`config.mk`:
```
export PLATFORM = sky130hd
export DESIGN_NAME = approx_nfa_mismatch_matcher_flat
export DESIGN_NICKNAME = d
export VERILOG_FILES = /design/src/rtl/core/amm_pkg.sv /design/src/rtl/core/amm_if.sv /design/src/rtl/core/amm_ctrl.sv /design/src/rtl/core/amm_dp.sv /design/src/rtl/core/approx_nfa_mismatch_matcher.sv /design/src/flat_wrapper.sv
export SDC_FILE = /design/constraint.sdc
export NUM_CORES = 2
export LEC_CHECK = 0
export BUFFER_PORTS_ARGS = -buffer_cell sky130_fd_sc_hd__buf_2
export CORE_MARGIN = 4
export CORE_UTILIZATION = 40
export CTS_BUF_LIST = sky130_fd_sc_hd__clkbuf_4
export CTS_CLUSTER_DIAMETER = 50
export CTS_CLUSTER_SIZE = 16
export DETAILED_ROUTE_END_ITERATION = 8
export HOLD_SLACK_MARGIN = 0.08
export PLACE_DENSITY = 0.64
export SYNTH_ARGS = -nofsm -noshare
export SYNTH_HDL_FRONTEND = slang
export SYNTH_HIERARCHICAL = 1
export SYNTH_SLANG_ARGS = --single-unit
```
`constraint.sdc`:
```
create_clock -name clk -period 8.35 [get_ports clk]
set_clock_uncertainty 0.1 [all_clocks]
set_input_delay 1.2525 -clock clk [delete_from_list [all_inputs] [get_ports clk]]
set_output_delay 1.2525 -clock clk [all_outputs]
set_load 0.1 [all_outputs]
```
`src/rtl/core/amm_pkg.sv`:
```
// Shared types and codes for the approximate NFA matcher.
// Depends on nothing; amm_ctrl, amm_dp, the top level and the testbench import it.
package amm_pkg;

	localparam logic [2:0] OP_EDGE    = 3'd0;
	localparam logic [2:0] OP_CLASS   = 3'd1;
	localparam logic [2:0] OP_ACCEPT  = 3'd2;
	localparam logic [2:0] OP_STEP    = 3'd3;
	localparam logic [2:0] OP_RESTART = 3'd4;

	localparam logic [2:0] KIND_UNUSED = 3'd0;
	localparam logic [2:0] KIND_LIT    = 3'd1;
	localparam logic [2:0] KIND_ANY    = 3'd2;
	localparam logic [2:0] KIND_CLASS  = 3'd3;
	localparam logic [2:0] KIND_EPS    = 3'd4;

	localparam logic REG_START  = 1'b0;
	localparam logic REG_BUDGET = 1'b1;

	typedef struct packed {
		logic [3:0] src;
		logic [3:0] dst;
		logic [2:0] kind;
		logic [7:0] lit;
		logic [1:0] cls;
	} edge_t;

	typedef struct packed {
		logic load;
		logic clr_next;
		logic start_wr;
		logic edge_clr;
		logic edge_inc;
		logic edge_rd;
		logic rd_sym;
		logic rd_eps;
		logic rd_rep;
		logic sym_upd;
		logic eps_upd;
		logic round_clr;
		logic round_inc;
		logic changed_clr;
		logic flip;
		logic st_clr;
		logic st_inc;
		logic rep_clr;
		logic rep_acc;
		logic out_load;
	} ctl_cmd_t;

	typedef struct packed {
		logic edge_last;
		logic st_last;
		logic round_last;
		logic changed;
		logic out_busy;
	} ctl_sts_t;

endpackage

```
`src/rtl/core/amm_if.sv`:
```
// Channel interfaces of the matcher: input items, result items, configuration writes.
// Stand-alone; no package needed.
interface amm_item_if;
	logic        valid;
	logic        ready;
	logic [2:0]  op;
	logic [5:0]  edge_slot;
	logic [3:0]  edge_source;
	logic [3:0]  edge_target;
	logic [2:0]  edge_kind;
	logic [7:0]  edge_char;
	logic [1:0]  edge_class_id;
	logic [3:0]  class_word_slot;
	logic [63:0] class_bits;
	logic [15:0] accept_bits;
	logic [7:0]  text_byte;
	modport source (output valid, op, edge_slot, edge_source, edge_target, edge_kind,
		edge_char, edge_class_id, class_word_slot, class_bits, accept_bits, text_byte,
		input ready);
	modport sink (input valid, op, edge_slot, edge_source, edge_target, edge_kind,
		edge_char, edge_class_id, class_word_slot, class_bits, accept_bits, text_byte,
		output ready);
endinterface

interface amm_result_if;
	logic       valid;
	logic       ready;
	logic [4:0] live_states;
	logic       is_accepting;
	logic [4:0] least_mismatch;
	modport source (output valid, live_states, is_accepting, least_mismatch, input ready);
	modport sink (input valid, live_states, is_accepting, least_mismatch, output ready);
endinterface

interface amm_cfg_if;
	logic       valid;
	logic       ready;
	logic       index;
	logic [3:0] data;
	modport source (output valid, index, data, input ready);
	modport sink (input valid, index, data, output ready);
endinterface

```
`src/rtl/core/amm_ctrl.sv`:
```
// Sequencer of the matcher: symbol pass, epsilon rounds, report sweep and result hand-off.
// Depends on amm_pkg for the command and status structs and the op codes.
module amm_ctrl (
	input  logic               clk,
	input  logic               arst_n,
	input  logic               in_valid,
	input  logic [2:0]         in_op,
	output logic               in_ready,
	output amm_pkg::ctl_cmd_t  cmd,
	input  amm_pkg::ctl_sts_t  sts
);
	import amm_pkg::*;

	localparam logic [3:0] ST_IDLE = 4'd0;
	localparam logic [3:0] ST_CLR  = 4'd1;
	localparam logic [3:0] ST_SA   = 4'd2;
	localparam logic [3:0] ST_SB   = 4'd3;
	localparam logic [3:0] ST_SC   = 4'd4;
	localparam logic [3:0] ST_EA   = 4'd5;
	localparam logic [3:0] ST_EB   = 4'd6;
	localparam logic [3:0] ST_EC   = 4'd7;
	localparam logic [3:0] ST_RA   = 4'd8;
	localparam logic [3:0] ST_RB   = 4'd9;
	localparam logic [3:0] ST_DONE = 4'd10;

	logic [3:0] state_q, state_d;
	logic       restart_q;

	assign in_ready = (state_q == ST_IDLE);

	always_comb begin
		cmd     = '0;
		state_d = state_q;
		unique case (state_q)
			ST_IDLE: begin
				if (in_valid) begin
					cmd.load = 1'b1;
					if (in_op == OP_STEP || in_op == OP_RESTART) begin
						state_d = ST_CLR;
					end
				end
			end
			ST_CLR: begin
				cmd.clr_next    = 1'b1;
				cmd.start_wr    = restart_q;
				cmd.edge_clr    = 1'b1;
				cmd.round_clr   = 1'b1;
				cmd.changed_clr = 1'b1;
				state_d = restart_q ? ST_EA : ST_SA;
			end
			ST_SA: begin
				cmd.edge_rd = 1'b1;
				state_d = ST_SB;
			end
			ST_SB: begin
				cmd.rd_sym = 1'b1;
				state_d = ST_SC;
			end
			ST_SC: begin
				cmd.sym_upd = 1'b1;
				if (sts.edge_last) begin
					cmd.edge_clr = 1'b1;
					state_d = ST_EA;
				end else begin
					cmd.edge_inc = 1'b1;
					state_d = ST_SA;
				end
			end
			ST_EA: begin
				cmd.edge_rd = 1'b1;
				state_d = ST_EB;
			end
			ST_EB: begin
				cmd.rd_eps = 1'b1;
				state_d = ST_EC;
			end
			ST_EC: begin
				cmd.eps_upd = 1'b1;
				if (!sts.edge_last) begin
					cmd.edge_inc = 1'b1;
					state_d = ST_EA;
				end else if (sts.changed && !sts.round_last) begin
					cmd.edge_clr    = 1'b1;
					cmd.round_inc   = 1'b1;
					cmd.changed_clr = 1'b1;
					state_d = ST_EA;
				end else begin
					cmd.flip    = 1'b1;
					cmd.st_clr  = 1'b1;
					cmd.rep_clr = 1'b1;
					state_d = ST_RA;
				end
			end
			ST_RA: begin
				cmd.rd_rep = 1'b1;
				state_d = ST_RB;
			end
			ST_RB: begin
				cmd.rep_acc = 1'b1;
				if (sts.st_last) begin
					state_d = ST_DONE;
				end else begin
					cmd.st_inc = 1'b1;
					state_d = ST_RA;
				end
			end
			ST_DONE: begin
				if (!sts.out_busy) begin
					cmd.out_load = 1'b1;
					state_d = ST_IDLE;
				end
			end
			default: state_d = ST_IDLE;
		endcase
	end

	always_ff @(posedge clk or negedge arst_n) begin
		if (!arst_n) begin
			state_q   <= ST_IDLE;
			restart_q <= 1'b0;
		end else begin
			state_q <= state_d;
			if (state_q == ST_IDLE && in_valid) begin
				restart_q <= (in_op == OP_RESTART);
			end
		end
	end

endmodule

```
`src/rtl/core/amm_dp.sv`:
```
// Datapath of the matcher: edge, class and cost memories, relaxation and report logic.
// Depends on amm_pkg; driven by amm_ctrl through command and status structs.
module amm_dp #(
	parameter int NUM_STATES  = 16,
	parameter int NUM_EDGES   = 64,
	parameter int NUM_CLASSES = 4,
	parameter int MAX_BUDGET  = 15
) (
	input  logic               clk,
	input  logic               arst_n,
	input  amm_pkg::ctl_cmd_t  cmd,
	output amm_pkg::ctl_sts_t  sts,
	input  logic [2:0]         op,
	input  logic [5:0]         edge_slot,
	input  logic [3:0]         edge_source,
	input  logic [3:0]         edge_target,
	input  logic [2:0]         edge_kind,
	input  logic [7:0]         edge_char,
	input  logic [1:0]         edge_class_id,
	input  logic [3:0]         class_word_slot,
	input  logic [63:0]        class_bits,
	input  logic [15:0]        accept_bits,
	input  logic [7:0]         text_byte,
	input  logic               cfg_valid,
	input  logic               cfg_index,
	input  logic [3:0]         cfg_data,
	output logic               cfg_ready,
	output logic               out_valid,
	input  logic               out_ready,
	output logic [4:0]         live_states,
	output logic               is_accepting,
	output logic [4:0]         least_mismatch
);
	import amm_pkg::*;

	localparam int SW  = (NUM_STATES > 1) ? $clog2(NUM_STATES) : 1;
	localparam int EW  = (NUM_EDGES > 1) ? $clog2(NUM_EDGES) : 1;
	localparam int CWN = NUM_CLASSES * 4;
	localparam int CW  = $clog2(CWN);
	localparam int CBW = $clog2(MAX_BUDGET + 2);
	localparam int CD  = 2 * (2 ** SW);
	localparam int LW  = $clog2(NUM_STATES + 1);
	localparam logic [CBW-1:0] DEAD = CBW'(MAX_BUDGET + 1);

	edge_t             edge_mem [NUM_EDGES];
	logic [NUM_EDGES-1:0] edge_vld_q;
	logic [63:0]       cls_mem [CWN];
	logic [CBW-1:0]    cost_mem [CD];
	logic [CD-1:0]     cost_vld_q;

	logic [15:0]       accept_q;
	logic [3:0]        start_q, budget_reg_q;
	logic [7:0]        sym_q;
	logic              bank_q;
	logic [EW-1:0]     edge_cnt_q;
	logic [SW-1:0]     st_cnt_q, round_q;
	logic              changed_q;

	edge_t             edge_s1;
	logic              edge_v_s1;
	logic [CBW-1:0]    cost_a_s2, cost_b_s2;
	logic              cost_av_s2, cost_bv_s2;
	logic [63:0]       cls_word_s2;

	logic [LW-1:0]     live_q;
	logic              acc_q;
	logic [CBW-1:0]    best_q;

	edge_t             e;
	logic              src_ok, dst_ok, start_ok, hit;
	logic [SW-1:0]     src_i, dst_i, start_i;
	logic [CBW-1:0]    budget, ca, cb;
	logic [CBW:0]      c_inc;
	logic              sym_wr, eps_wr;
	logic [SW:0]       addr_a, addr_b;
	logic              cur, nxt;

	assign cur = bank_q;
	assign nxt = ~bank_q;

	assign budget = (int'(budget_reg_q) > MAX_BUDGET) ? CBW'(MAX_BUDGET) : CBW'(budget_reg_q);

	// An entry never written reads as an unused edge.
	assign e        = edge_v_s1 ? edge_s1 : '0;
	assign src_ok   = int'(e.src) < NUM_STATES;
	assign dst_ok   = int'(e.dst) < NUM_STATES;
	assign src_i    = SW'(e.src);
	assign dst_i    = SW'(e.dst);
	assign start_ok = int'(start_q) < NUM_STATES;
	assign start_i  = SW'(start_q);

	assign addr_a = cmd.rd_rep ? {cur, st_cnt_q} : (cmd.rd_sym ? {cur, src_i} : {nxt, src_i});
	assign addr_b = {nxt, dst_i};

	assign ca = cost_av_s2 ? cost_a_s2 : DEAD;
	assign cb = cost_bv_s2 ? cost_b_s2 : DEAD;

	always_comb begin
		case (e.kind)
			KIND_LIT:   hit = (e.lit == sym_q);
			KIND_ANY:   hit = 1'b1;
			KIND_CLASS: hit = (int'(e.cls) < NUM_CLASSES) && cls_word_s2[sym_q[5:0]];
			default:    hit = 1'b0;
		endcase
	end

	assign c_inc  = {1'b0, ca} + {{CBW{1'b0}}, ~hit};
	assign sym_wr = cmd.sym_upd && (e.kind == KIND_LIT || e.kind == KIND_ANY ||
		e.kind == KIND_CLASS) && src_ok && dst_ok && (ca <= budget) &&
		(c_inc <= {1'b0, budget}) && (c_inc < {1'b0, cb});
	assign eps_wr = cmd.eps_upd && (e.kind == KIND_EPS) && src_ok && dst_ok &&
		(ca <= budget) && (ca < cb);

	// Memories: edge table, class words and the two banks of costs.
	always_ff @(posedge clk) begin
		if (cmd.load && op == OP_EDGE && int'(edge_slot) < NUM_EDGES) begin
			edge_mem[EW'(edge_slot)] <= '{src: edge_source, dst: edge_target,
				kind: edge_kind, lit: edge_char, cls: edge_class_id};
		end
		if (cmd.edge_rd) begin
			edge_s1 <= edge_mem[edge_cnt_q];
		end
		if (cmd.load && op == OP_CLASS && int'(class_word_slot) < CWN) begin
			cls_mem[CW'(class_word_slot)] <= class_bits;
		end
		if (cmd.rd_sym) begin
			cls_word_s2 <= cls_mem[CW'({e.cls, sym_q[7:6]})];
		end
		if (cmd.start_wr && start_ok) begin
			cost_mem[{nxt, start_i}] <= '0;
		end else if (sym_wr) begin
			cost_mem[addr_b] <= c_inc[CBW-1:0];
		end else if (eps_wr) begin
			cost_mem[addr_b] <= ca;
		end
		if (cmd.rd_sym || cmd.rd_eps || cmd.rd_rep) begin
			cost_a_s2 <= cost_mem[addr_a];
			cost_b_s2 <= cost_mem[addr_b];
		end
		if (cmd.load) begin
			sym_q <= text_byte;
		end
	end

	always_ff @(posedge clk or negedge arst_n) begin
		if (!arst_n) begin
			edge_vld_q   <= '0;
			cost_vld_q   <= '0;
			edge_v_s1    <= 1'b0;
			cost_av_s2   <= 1'b0;
			cost_bv_s2   <= 1'b0;
			accept_q     <= '0;
			start_q      <= '0;
			budget_reg_q <= '0;
			bank_q       <= 1'b0;
			edge_cnt_q   <= '0;
			st_cnt_q     <= '0;
			round_q      <= '0;
			changed_q    <= 1'b0;
			live_q       <= '0;
			acc_q        <= 1'b0;
			best_q       <= '0;
			out_valid    <= 1'b0;
		end else begin
			if (cmd.load && op == OP_EDGE && int'(edge_slot) < NUM_EDGES) begin
				edge_vld_q[EW'(edge_slot)] <= 1'b1;
			end
			if (cmd.load && op == OP_ACCEPT) begin
				accept_q <= accept_bits;
			end
			if (cmd.edge_rd) begin
				edge_v_s1 <= edge_vld_q[edge_cnt_q];
			end
			if (cmd.rd_sym || cmd.rd_eps || cmd.rd_rep) begin
				cost_av_s2 <= cost_vld_q[addr_a];
				cost_bv_s2 <= cost_vld_q[addr_b];
			end
			// Clearing the valid bits of the next bank marks all its states dead; a restart
			// marks its start state live in the same pass.
			if (cmd.clr_next) begin
				for (int i = 0; i < CD; i++) begin
					if ((i >= CD / 2) == nxt) begin
						cost_vld_q[i] <= cmd.start_wr && start_ok &&
							(i == int'({nxt, start_i}));
					end
				end
			end else if (sym_wr || eps_wr) begin
				cost_vld_q[addr_b] <= 1'b1;
			end
			if (cfg_valid) begin
				unique case (cfg_index)
					REG_START:  start_q      <= cfg_data;
					REG_BUDGET: budget_reg_q <= cfg_data;
				endcase
			end
			if (cmd.flip) begin
				bank_q <= ~bank_q;
			end
			if (cmd.edge_clr) begin
				edge_cnt_q <= '0;
			end else if (cmd.edge_inc) begin
				edge_cnt_q <= edge_cnt_q + 1'b1;
			end
			if (cmd.st_clr) begin
				st_cnt_q <= '0;
			end else if (cmd.st_inc) begin
				st_cnt_q <= st_cnt_q + 1'b1;
			end
			if (cmd.round_clr) begin
				round_q <= '0;
			end else if (cmd.round_inc) begin
				round_q <= round_q + 1'b1;
			end
			if (cmd.changed_clr) begin
				changed_q <= 1'b0;
			end else if (eps_wr) begin
				changed_q <= 1'b1;
			end
			if (cmd.rep_clr) begin
				live_q <= '0;
				acc_q  <= 1'b0;
				best_q <= budget + 1'b1;
			end else if (cmd.rep_acc && ca <= budget) begin
				live_q <= live_q + 1'b1;
				if (int'(st_cnt_q) < 16 && accept_q[4'(st_cnt_q)]) begin
					acc_q <= 1'b1;
				end
				if (ca < best_q) begin
					best_q <= ca;
				end
			end
			if (cmd.out_load) begin
				out_valid <= 1'b1;
			end else if (out_ready) begin
				out_valid <= 1'b0;
			end
		end
	end

	always_ff @(posedge clk) begin
		if (cmd.out_load) begin
			live_states    <= 5'(live_q);
			is_accepting   <= acc_q;
			least_mismatch <= 5'(best_q);
		end
	end

	assign cfg_ready = 1'b1;

	assign sts.edge_last  = (edge_cnt_q == EW'(NUM_EDGES - 1));
	assign sts.st_last    = (st_cnt_q == SW'(NUM_STATES - 1));
	assign sts.round_last = (round_q == SW'(NUM_STATES - 1));
	assign sts.changed    = changed_q | eps_wr;
	assign sts.out_busy   = out_valid & ~out_ready;

endmodule

```
`src/rtl/core/approx_nfa_mismatch_matcher.sv`:
```
// Approximate NFA matcher with a mismatch budget, top level.
// Loads are taken in idle. A step runs a symbol pass over every edge, R epsilon rounds over every
// edge (R from 1 to NUM_STATES) and a report sweep over the states; a restart seeds the start
// state and skips the symbol pass. Edges go one at a time through the single table and cost ports.
// One item is in work at a time; the result waits in an output register.
// Reset clears costs (all dead), edges (unused), accept flags and configuration at once.
module approx_nfa_mismatch_matcher #(
	parameter int NUM_STATES  = 16,
	parameter int NUM_EDGES   = 64,
	parameter int NUM_CLASSES = 4,
	parameter int MAX_BUDGET  = 15
) (
	input logic          clk,
	input logic          arst_n,
	amm_item_if.sink     item_in,
	amm_result_if.source result_out,
	amm_cfg_if.sink      cfg
);
	import amm_pkg::*;

	ctl_cmd_t cmd;
	ctl_sts_t sts;

	amm_ctrl u_ctrl (
		.clk      (clk),
		.arst_n   (arst_n),
		.in_valid (item_in.valid),
		.in_op    (item_in.op),
		.in_ready (item_in.ready),
		.cmd      (cmd),
		.sts      (sts)
	);

	amm_dp #(
		.NUM_STATES  (NUM_STATES),
		.NUM_EDGES   (NUM_EDGES),
		.NUM_CLASSES (NUM_CLASSES),
		.MAX_BUDGET  (MAX_BUDGET)
	) u_dp (
		.clk             (clk),
		.arst_n          (arst_n),
		.cmd             (cmd),
		.sts             (sts),
		.op              (item_in.op),
		.edge_slot       (item_in.edge_slot),
		.edge_source     (item_in.edge_source),
		.edge_target     (item_in.edge_target),
		.edge_kind       (item_in.edge_kind),
		.edge_char       (item_in.edge_char),
		.edge_class_id   (item_in.edge_class_id),
		.class_word_slot (item_in.class_word_slot),
		.class_bits      (item_in.class_bits),
		.accept_bits     (item_in.accept_bits),
		.text_byte       (item_in.text_byte),
		.cfg_valid       (cfg.valid),
		.cfg_index       (cfg.index),
		.cfg_data        (cfg.data),
		.cfg_ready       (cfg.ready),
		.out_valid       (result_out.valid),
		.out_ready       (result_out.ready),
		.live_states     (result_out.live_states),
		.is_accepting    (result_out.is_accepting),
		.least_mismatch  (result_out.least_mismatch)
	);

endmodule

```
`src/flat_wrapper.sv`:
```
// flat-port wrapper written by rule: the top's interface ports become plain ports
module approx_nfa_mismatch_matcher_flat import amm_pkg::*;
#(
	parameter int NUM_STATES  = 16,
	parameter int NUM_EDGES   = 64,
	parameter int NUM_CLASSES = 4,
	parameter int MAX_BUDGET  = 15
)
  (clk, arst_n, item_in_valid, item_in_op, item_in_edge_slot, item_in_edge_source, item_in_edge_target, item_in_edge_kind, item_in_edge_char, item_in_edge_class_id, item_in_class_word_slot, item_in_class_bits, item_in_accept_bits, item_in_text_byte, item_in_ready, result_out_valid, result_out_live_states, result_out_is_accepting, result_out_least_mismatch, result_out_ready, cfg_valid, cfg_index, cfg_data, cfg_ready);
  amm_item_if item_in_i ();
  amm_result_if result_out_i ();
  amm_cfg_if cfg_i ();
  input logic clk;
  input logic arst_n;
  input wire logic [$bits(item_in_i.valid)-1:0] item_in_valid;
  input wire logic [$bits(item_in_i.op)-1:0] item_in_op;
  input wire logic [$bits(item_in_i.edge_slot)-1:0] item_in_edge_slot;
  input wire logic [$bits(item_in_i.edge_source)-1:0] item_in_edge_source;
  input wire logic [$bits(item_in_i.edge_target)-1:0] item_in_edge_target;
  input wire logic [$bits(item_in_i.edge_kind)-1:0] item_in_edge_kind;
  input wire logic [$bits(item_in_i.edge_char)-1:0] item_in_edge_char;
  input wire logic [$bits(item_in_i.edge_class_id)-1:0] item_in_edge_class_id;
  input wire logic [$bits(item_in_i.class_word_slot)-1:0] item_in_class_word_slot;
  input wire logic [$bits(item_in_i.class_bits)-1:0] item_in_class_bits;
  input wire logic [$bits(item_in_i.accept_bits)-1:0] item_in_accept_bits;
  input wire logic [$bits(item_in_i.text_byte)-1:0] item_in_text_byte;
  output wire logic [$bits(item_in_i.ready)-1:0] item_in_ready;
  output wire logic [$bits(result_out_i.valid)-1:0] result_out_valid;
  output wire logic [$bits(result_out_i.live_states)-1:0] result_out_live_states;
  output wire logic [$bits(result_out_i.is_accepting)-1:0] result_out_is_accepting;
  output wire logic [$bits(result_out_i.least_mismatch)-1:0] result_out_least_mismatch;
  input wire logic [$bits(result_out_i.ready)-1:0] result_out_ready;
  input wire logic [$bits(cfg_i.valid)-1:0] cfg_valid;
  input wire logic [$bits(cfg_i.index)-1:0] cfg_index;
  input wire logic [$bits(cfg_i.data)-1:0] cfg_data;
  output wire logic [$bits(cfg_i.ready)-1:0] cfg_ready;
  assign item_in_i.valid = item_in_valid;
  assign item_in_i.op = item_in_op;
  assign item_in_i.edge_slot = item_in_edge_slot;
  assign item_in_i.edge_source = item_in_edge_source;
  assign item_in_i.edge_target = item_in_edge_target;
  assign item_in_i.edge_kind = item_in_edge_kind;
  assign item_in_i.edge_char = item_in_edge_char;
  assign item_in_i.edge_class_id = item_in_edge_class_id;
  assign item_in_i.class_word_slot = item_in_class_word_slot;
  assign item_in_i.class_bits = item_in_class_bits;
  assign item_in_i.accept_bits = item_in_accept_bits;
  assign item_in_i.text_byte = item_in_text_byte;
  assign item_in_ready = item_in_i.ready;
  assign result_out_valid = result_out_i.valid;
  assign result_out_live_states = result_out_i.live_states;
  assign result_out_is_accepting = result_out_i.is_accepting;
  assign result_out_least_mismatch = result_out_i.least_mismatch;
  assign result_out_i.ready = result_out_ready;
  assign cfg_i.valid = cfg_valid;
  assign cfg_i.index = cfg_index;
  assign cfg_i.data = cfg_data;
  assign cfg_ready = cfg_i.ready;
  approx_nfa_mismatch_matcher #(.NUM_STATES(NUM_STATES), .NUM_EDGES(NUM_EDGES), .NUM_CLASSES(NUM_CLASSES), .MAX_BUDGET(MAX_BUDGET)) u_core (.clk(clk), .arst_n(arst_n), .item_in(item_in_i), .result_out(result_out_i), .cfg(cfg_i));
endmodule
```
==> metrics.md <==
| Metric | Value |
|---|---|
| Vias | 55386 |
| Nets | 5809 |
| Clk Latency, worst-skew pair | 1.39 ns |
| Crit path required time | 9.18 ns |
| Vias per cell | 5.78 |
| Critical path endpoint category | flop |
| First drt pass iteration count | 6 |
| Post-synth top cells | 2642 x edfxtp_1, 789 x mux4_2, 223 x nand2_1 |
| H-Tree Depth | 5 |
| Status | finished clean |
| # hold bufs at CTS | 94 |
| Sequential cell area fraction in the yosys report | 0.754 |
| Post-DP HPWL | 154000 um |
| Post-route DRC | 0 |
| Setup bufs post-CTS | 0 |
| Largest net degree at the start of global routing | 112 |
| Root buf cell | clkbuf_4 |
| Max_slew headroom | 0.105 |
| Total core area | 274000 um^2 |
| Worst Max-Slew Pin Slew | 1.34 ns |
| Yosys reg bits | 2798 |
| Fin area | 122000 um^2 |
| Pwr per Cell Area | 237 nW/um^2 |
| Synth Warn # | 6 |
| CTS tree | done |
| Cells after Synth | 5240 |
| Synth Area in Simple Gates | 0.0307 |
| Post-synth top area share | 0.718 |
| All-layer global routing usage | 0.188 |
| Peak supply drop | 0.197 mV |
| WL/cell | 28.3 um |
| Slowest stage delay, CP | 1.11 ns |
| Final hold viol count | 0 |
| Part of the power in the clock network | 0.270 |
| Worst setup SP type | flop |
| Fin Setup TNS | 0 ns |
| Worst hold path class | input pin to flop |
| Mux cell area share after synthesis | 0.169 |
| Clock sink count | 2798 |
| Post-synth EDFFs | 2642 |
| ANT nets after route | 0 |
| Synth Cell Area | 110000 um^2 |
| Reg clk slew, reported paths | 0.15 ns |
| CTS resizes | 0 |
| Switching Share | 0.279 |
| Layout cells sized above 1 | 0.307 |
| First-pass GRT wire length | 397000 um |
| Max frequency | 148 MHz |
| Crit-path leading delay family | simple AND/OR/NAND/NOR gates |
| GRT overflow | 0 |
| Data arrival time of the critical path | 7.57 ns |
| Top cells by area, synth | edfxtp_1 72%, mux4_2 16%, dfrtp_1 3.5% |
| FP Rows | 192 |
| Crit Path Category | flop to flop |
| Max-cap violations | 0 |
| Routability cong. | 0.863 |
| Post-synthesis xor/xnor area fraction | 0.00182 |
| Clk buf depth | 4 |
| Post-synth ARST share | 0.0558 |
| WL final | 271000 um |
| Slowest stage cell on the critical path | edfxtp_1 |
| Post-synthesis compound-gate area fraction | 0.0291 |
| Period utilization | 0.807 |
| Unrepaired setup endpoints after global routing | false |
| Vias in the first global route | 55738 |
| Final Max Tran Viols | 0 |
| I/O pin total | 146 |
| Most numerous cell in the Yosys netlist | edfxtp_1 |
| Die height | 533 um |
| Initial Utilization | 0.403 |
| Main combinational cell family by area after synthesis | multiplexers |
| Syn-to-layout area delta | 10.4% |
| Cts bufs inserted | 284 |
| Synthesized area per cell | 21.1 um^2 |
| Critical Path Fanout Max | 18 |
| Switching pwr | 8.03 mW |
| Die X | 533 um |
| DRT iter0 DRCs | 6278 |
| Initial antenna violation count | 47 |
| Yosys top cell by area | edfxtp_1 |
| Synth Flop Type | edfxtp_1 |
| Min Tclk post-route | 6.74 ns |
| Final setup viols | 0 |
| Flop pwr share | 0.553 |
| Post-Synth Adder-Cell Area | 0.00306 |
| WP buf/inv | 1 |
| Cell Chain, Critical Path | mux4_2 -> a22oi_1 -> a21oi_1 -> nor3_1 -> o21ai_0 -> a31oi_1 -> ha_1 -> nand3_1 -> xor2_1 -> nand2b_1 -> inv_1 -> ha_1 -> and4_1 -> a21oi_1 -> nor4_1 -> nor2_1 -> o31a_1 -> nor4_1 |
| Netlist cell types | 74 |
| Area after DPL | 116000 um^2 |
| Die area | 285000 um^2 |
| Cell Int Power | 20.8 mW |
| Port Buffers | 144 |
| Combinational power share | 0.177 |
| Leakage | 38.2 nW |
[worst paths after layout]
kind / start / end / slack [ns] / cells past startpoint
worst min register to register: u_core/u_dp/best_q[4] / u_core/u_dp/least_mismatch[4] / 0.37 / 0
min in group asynchronous: arst_n / u_core/u_dp/edge_cnt_q[3] / 0.45 / 2
max in group asynchronous: arst_n / u_core/u_dp/live_q[1] / 5.99 / 3
worst max-delay path: u_core/u_dp/sym_q[0] / u_core/u_dp/cost_mem[31][4] / 1.61 / 18
worst min-delay path: item_in_class_bits[55] / u_core/u_dp/cls_mem[15][55] / 0.24 / 1
worst max register to register: u_core/u_dp/sym_q[0] / u_core/u_dp/cost_mem[31][4] / 1.61 / 18
[power groups by stage]
| stage | Clock [mW] | Combinational [mW] | Sequential [mW] |
|---|---|---|---|
| global route | 8.68 | 5.43 | 16.0 |
| detailed placement | 0 | 5.12 | 16.3 |
| floorplan | 0 | 3.55 | 16.1 |
| finish | 7.79 | 5.11 | 15.9 |
| global placement | 0 | 5.10 | 16.2 |
| CTS | 8.05 | 5.18 | 15.9 |
[cell type report]
class	instances	area, um^2
Inverter	32	120
Timing Repair Buffer	387	2950
Antenna cell	35	87.6
Fill cell	23123	152000
Sequential cell	2798	83300
Clock buffer	306	2300
Tap cell	3686	4610
Clock inverter	196	2190
Multi-Input combinational cell	2147	26400
[per-stage QoR]
stage	worst slack (ns)	cells	hold slack (ns)	total power [mW]	utilization
2_1_floorplan	0.687	5271	0.325	19.6	-
3_3_place_gp	1.59	8956	0.339	21.3	0.425
3_5_place_dp	1.61	8956	0.349	21.4	0.425
4_1_cts	1.58	9552	0.0854	29.2	0.444
5_1_grt	1.13	9561	0.130	30.1	0.444
6_report	1.61	9587	0.245	28.8	0.445
[cells by family after synthesis]
| logic type | count (synthesis) |
|---|---|
| other | 2 |
| multiplexers | 875 |
| flip-flops | 2798 |
| adder cells (fa/ha/maj) | 27 |
| buffers and inverters | 326 |
| AO/OA/AOI/OAI | 486 |
| XOR/XNOR | 23 |
| AND/OR/NAND/NOR | 703 |
[sequential cells by signal, summed over array words and instances, names as in the netlist, 6 cells and up]
signal                   cells
u_core/u_dp/accept_q        16
u_core/u_dp/cls_mem       1024
u_core/u_dp/cls_word_s2     64
u_core/u_dp/cost_mem       160
u_core/u_dp/cost_vld_q      32
u_core/u_dp/edge_cnt_q       6
u_core/u_dp/edge_mem      1344
u_core/u_dp/edge_s1         21
u_core/u_dp/edge_vld_q      64
u_core/u_dp/sym_q            8
[per-layer routing]
| metal | wire, um | up-vias | track usage |
|---|---|---|---|
| li1 | - | 22821 | - |
| met1 | 112000 | 29689 | 0.272 |
| met2 | 131000 | 2416 | 0.301 |
| met3 | 22200 | 440 | 0.0326 |
| met4 | 6340 | 20 | 0.0435 |
| met5 | 124 | - | 0 |
[cells in the final DEF (no fill, tap or decap), types with 15 or more instances in the layout]
cell              n
edfxtp_1       2642
mux4_2          789
clkbuf_4        306
nand2_1         220
dfrtp_1         150
buf_2           143
buf_4           136
dlygate4sd3_1    94
nor2_1           89
o21ai_0          83
a211oi_1         76
a21oi_1          75
and2_1           73
a31oi_1          70
or2_2            67
nor2_2           64
a22oi_1          53
mux2_2           50
inv_6            40
nor3_1           38
diode_2          35
mux2i_1          35
clkinvlp_4       34
o22ai_1          34
conb_1           33
inv_1            30
nand3_1          30
ha_1             27
bufinv_16        26
nor2b_1          24
clkinv_4         22
inv_8            22
a221oi_1         20
clkinv_1         19
clkinv_2         15
Power figures use the tool's default switching activity.
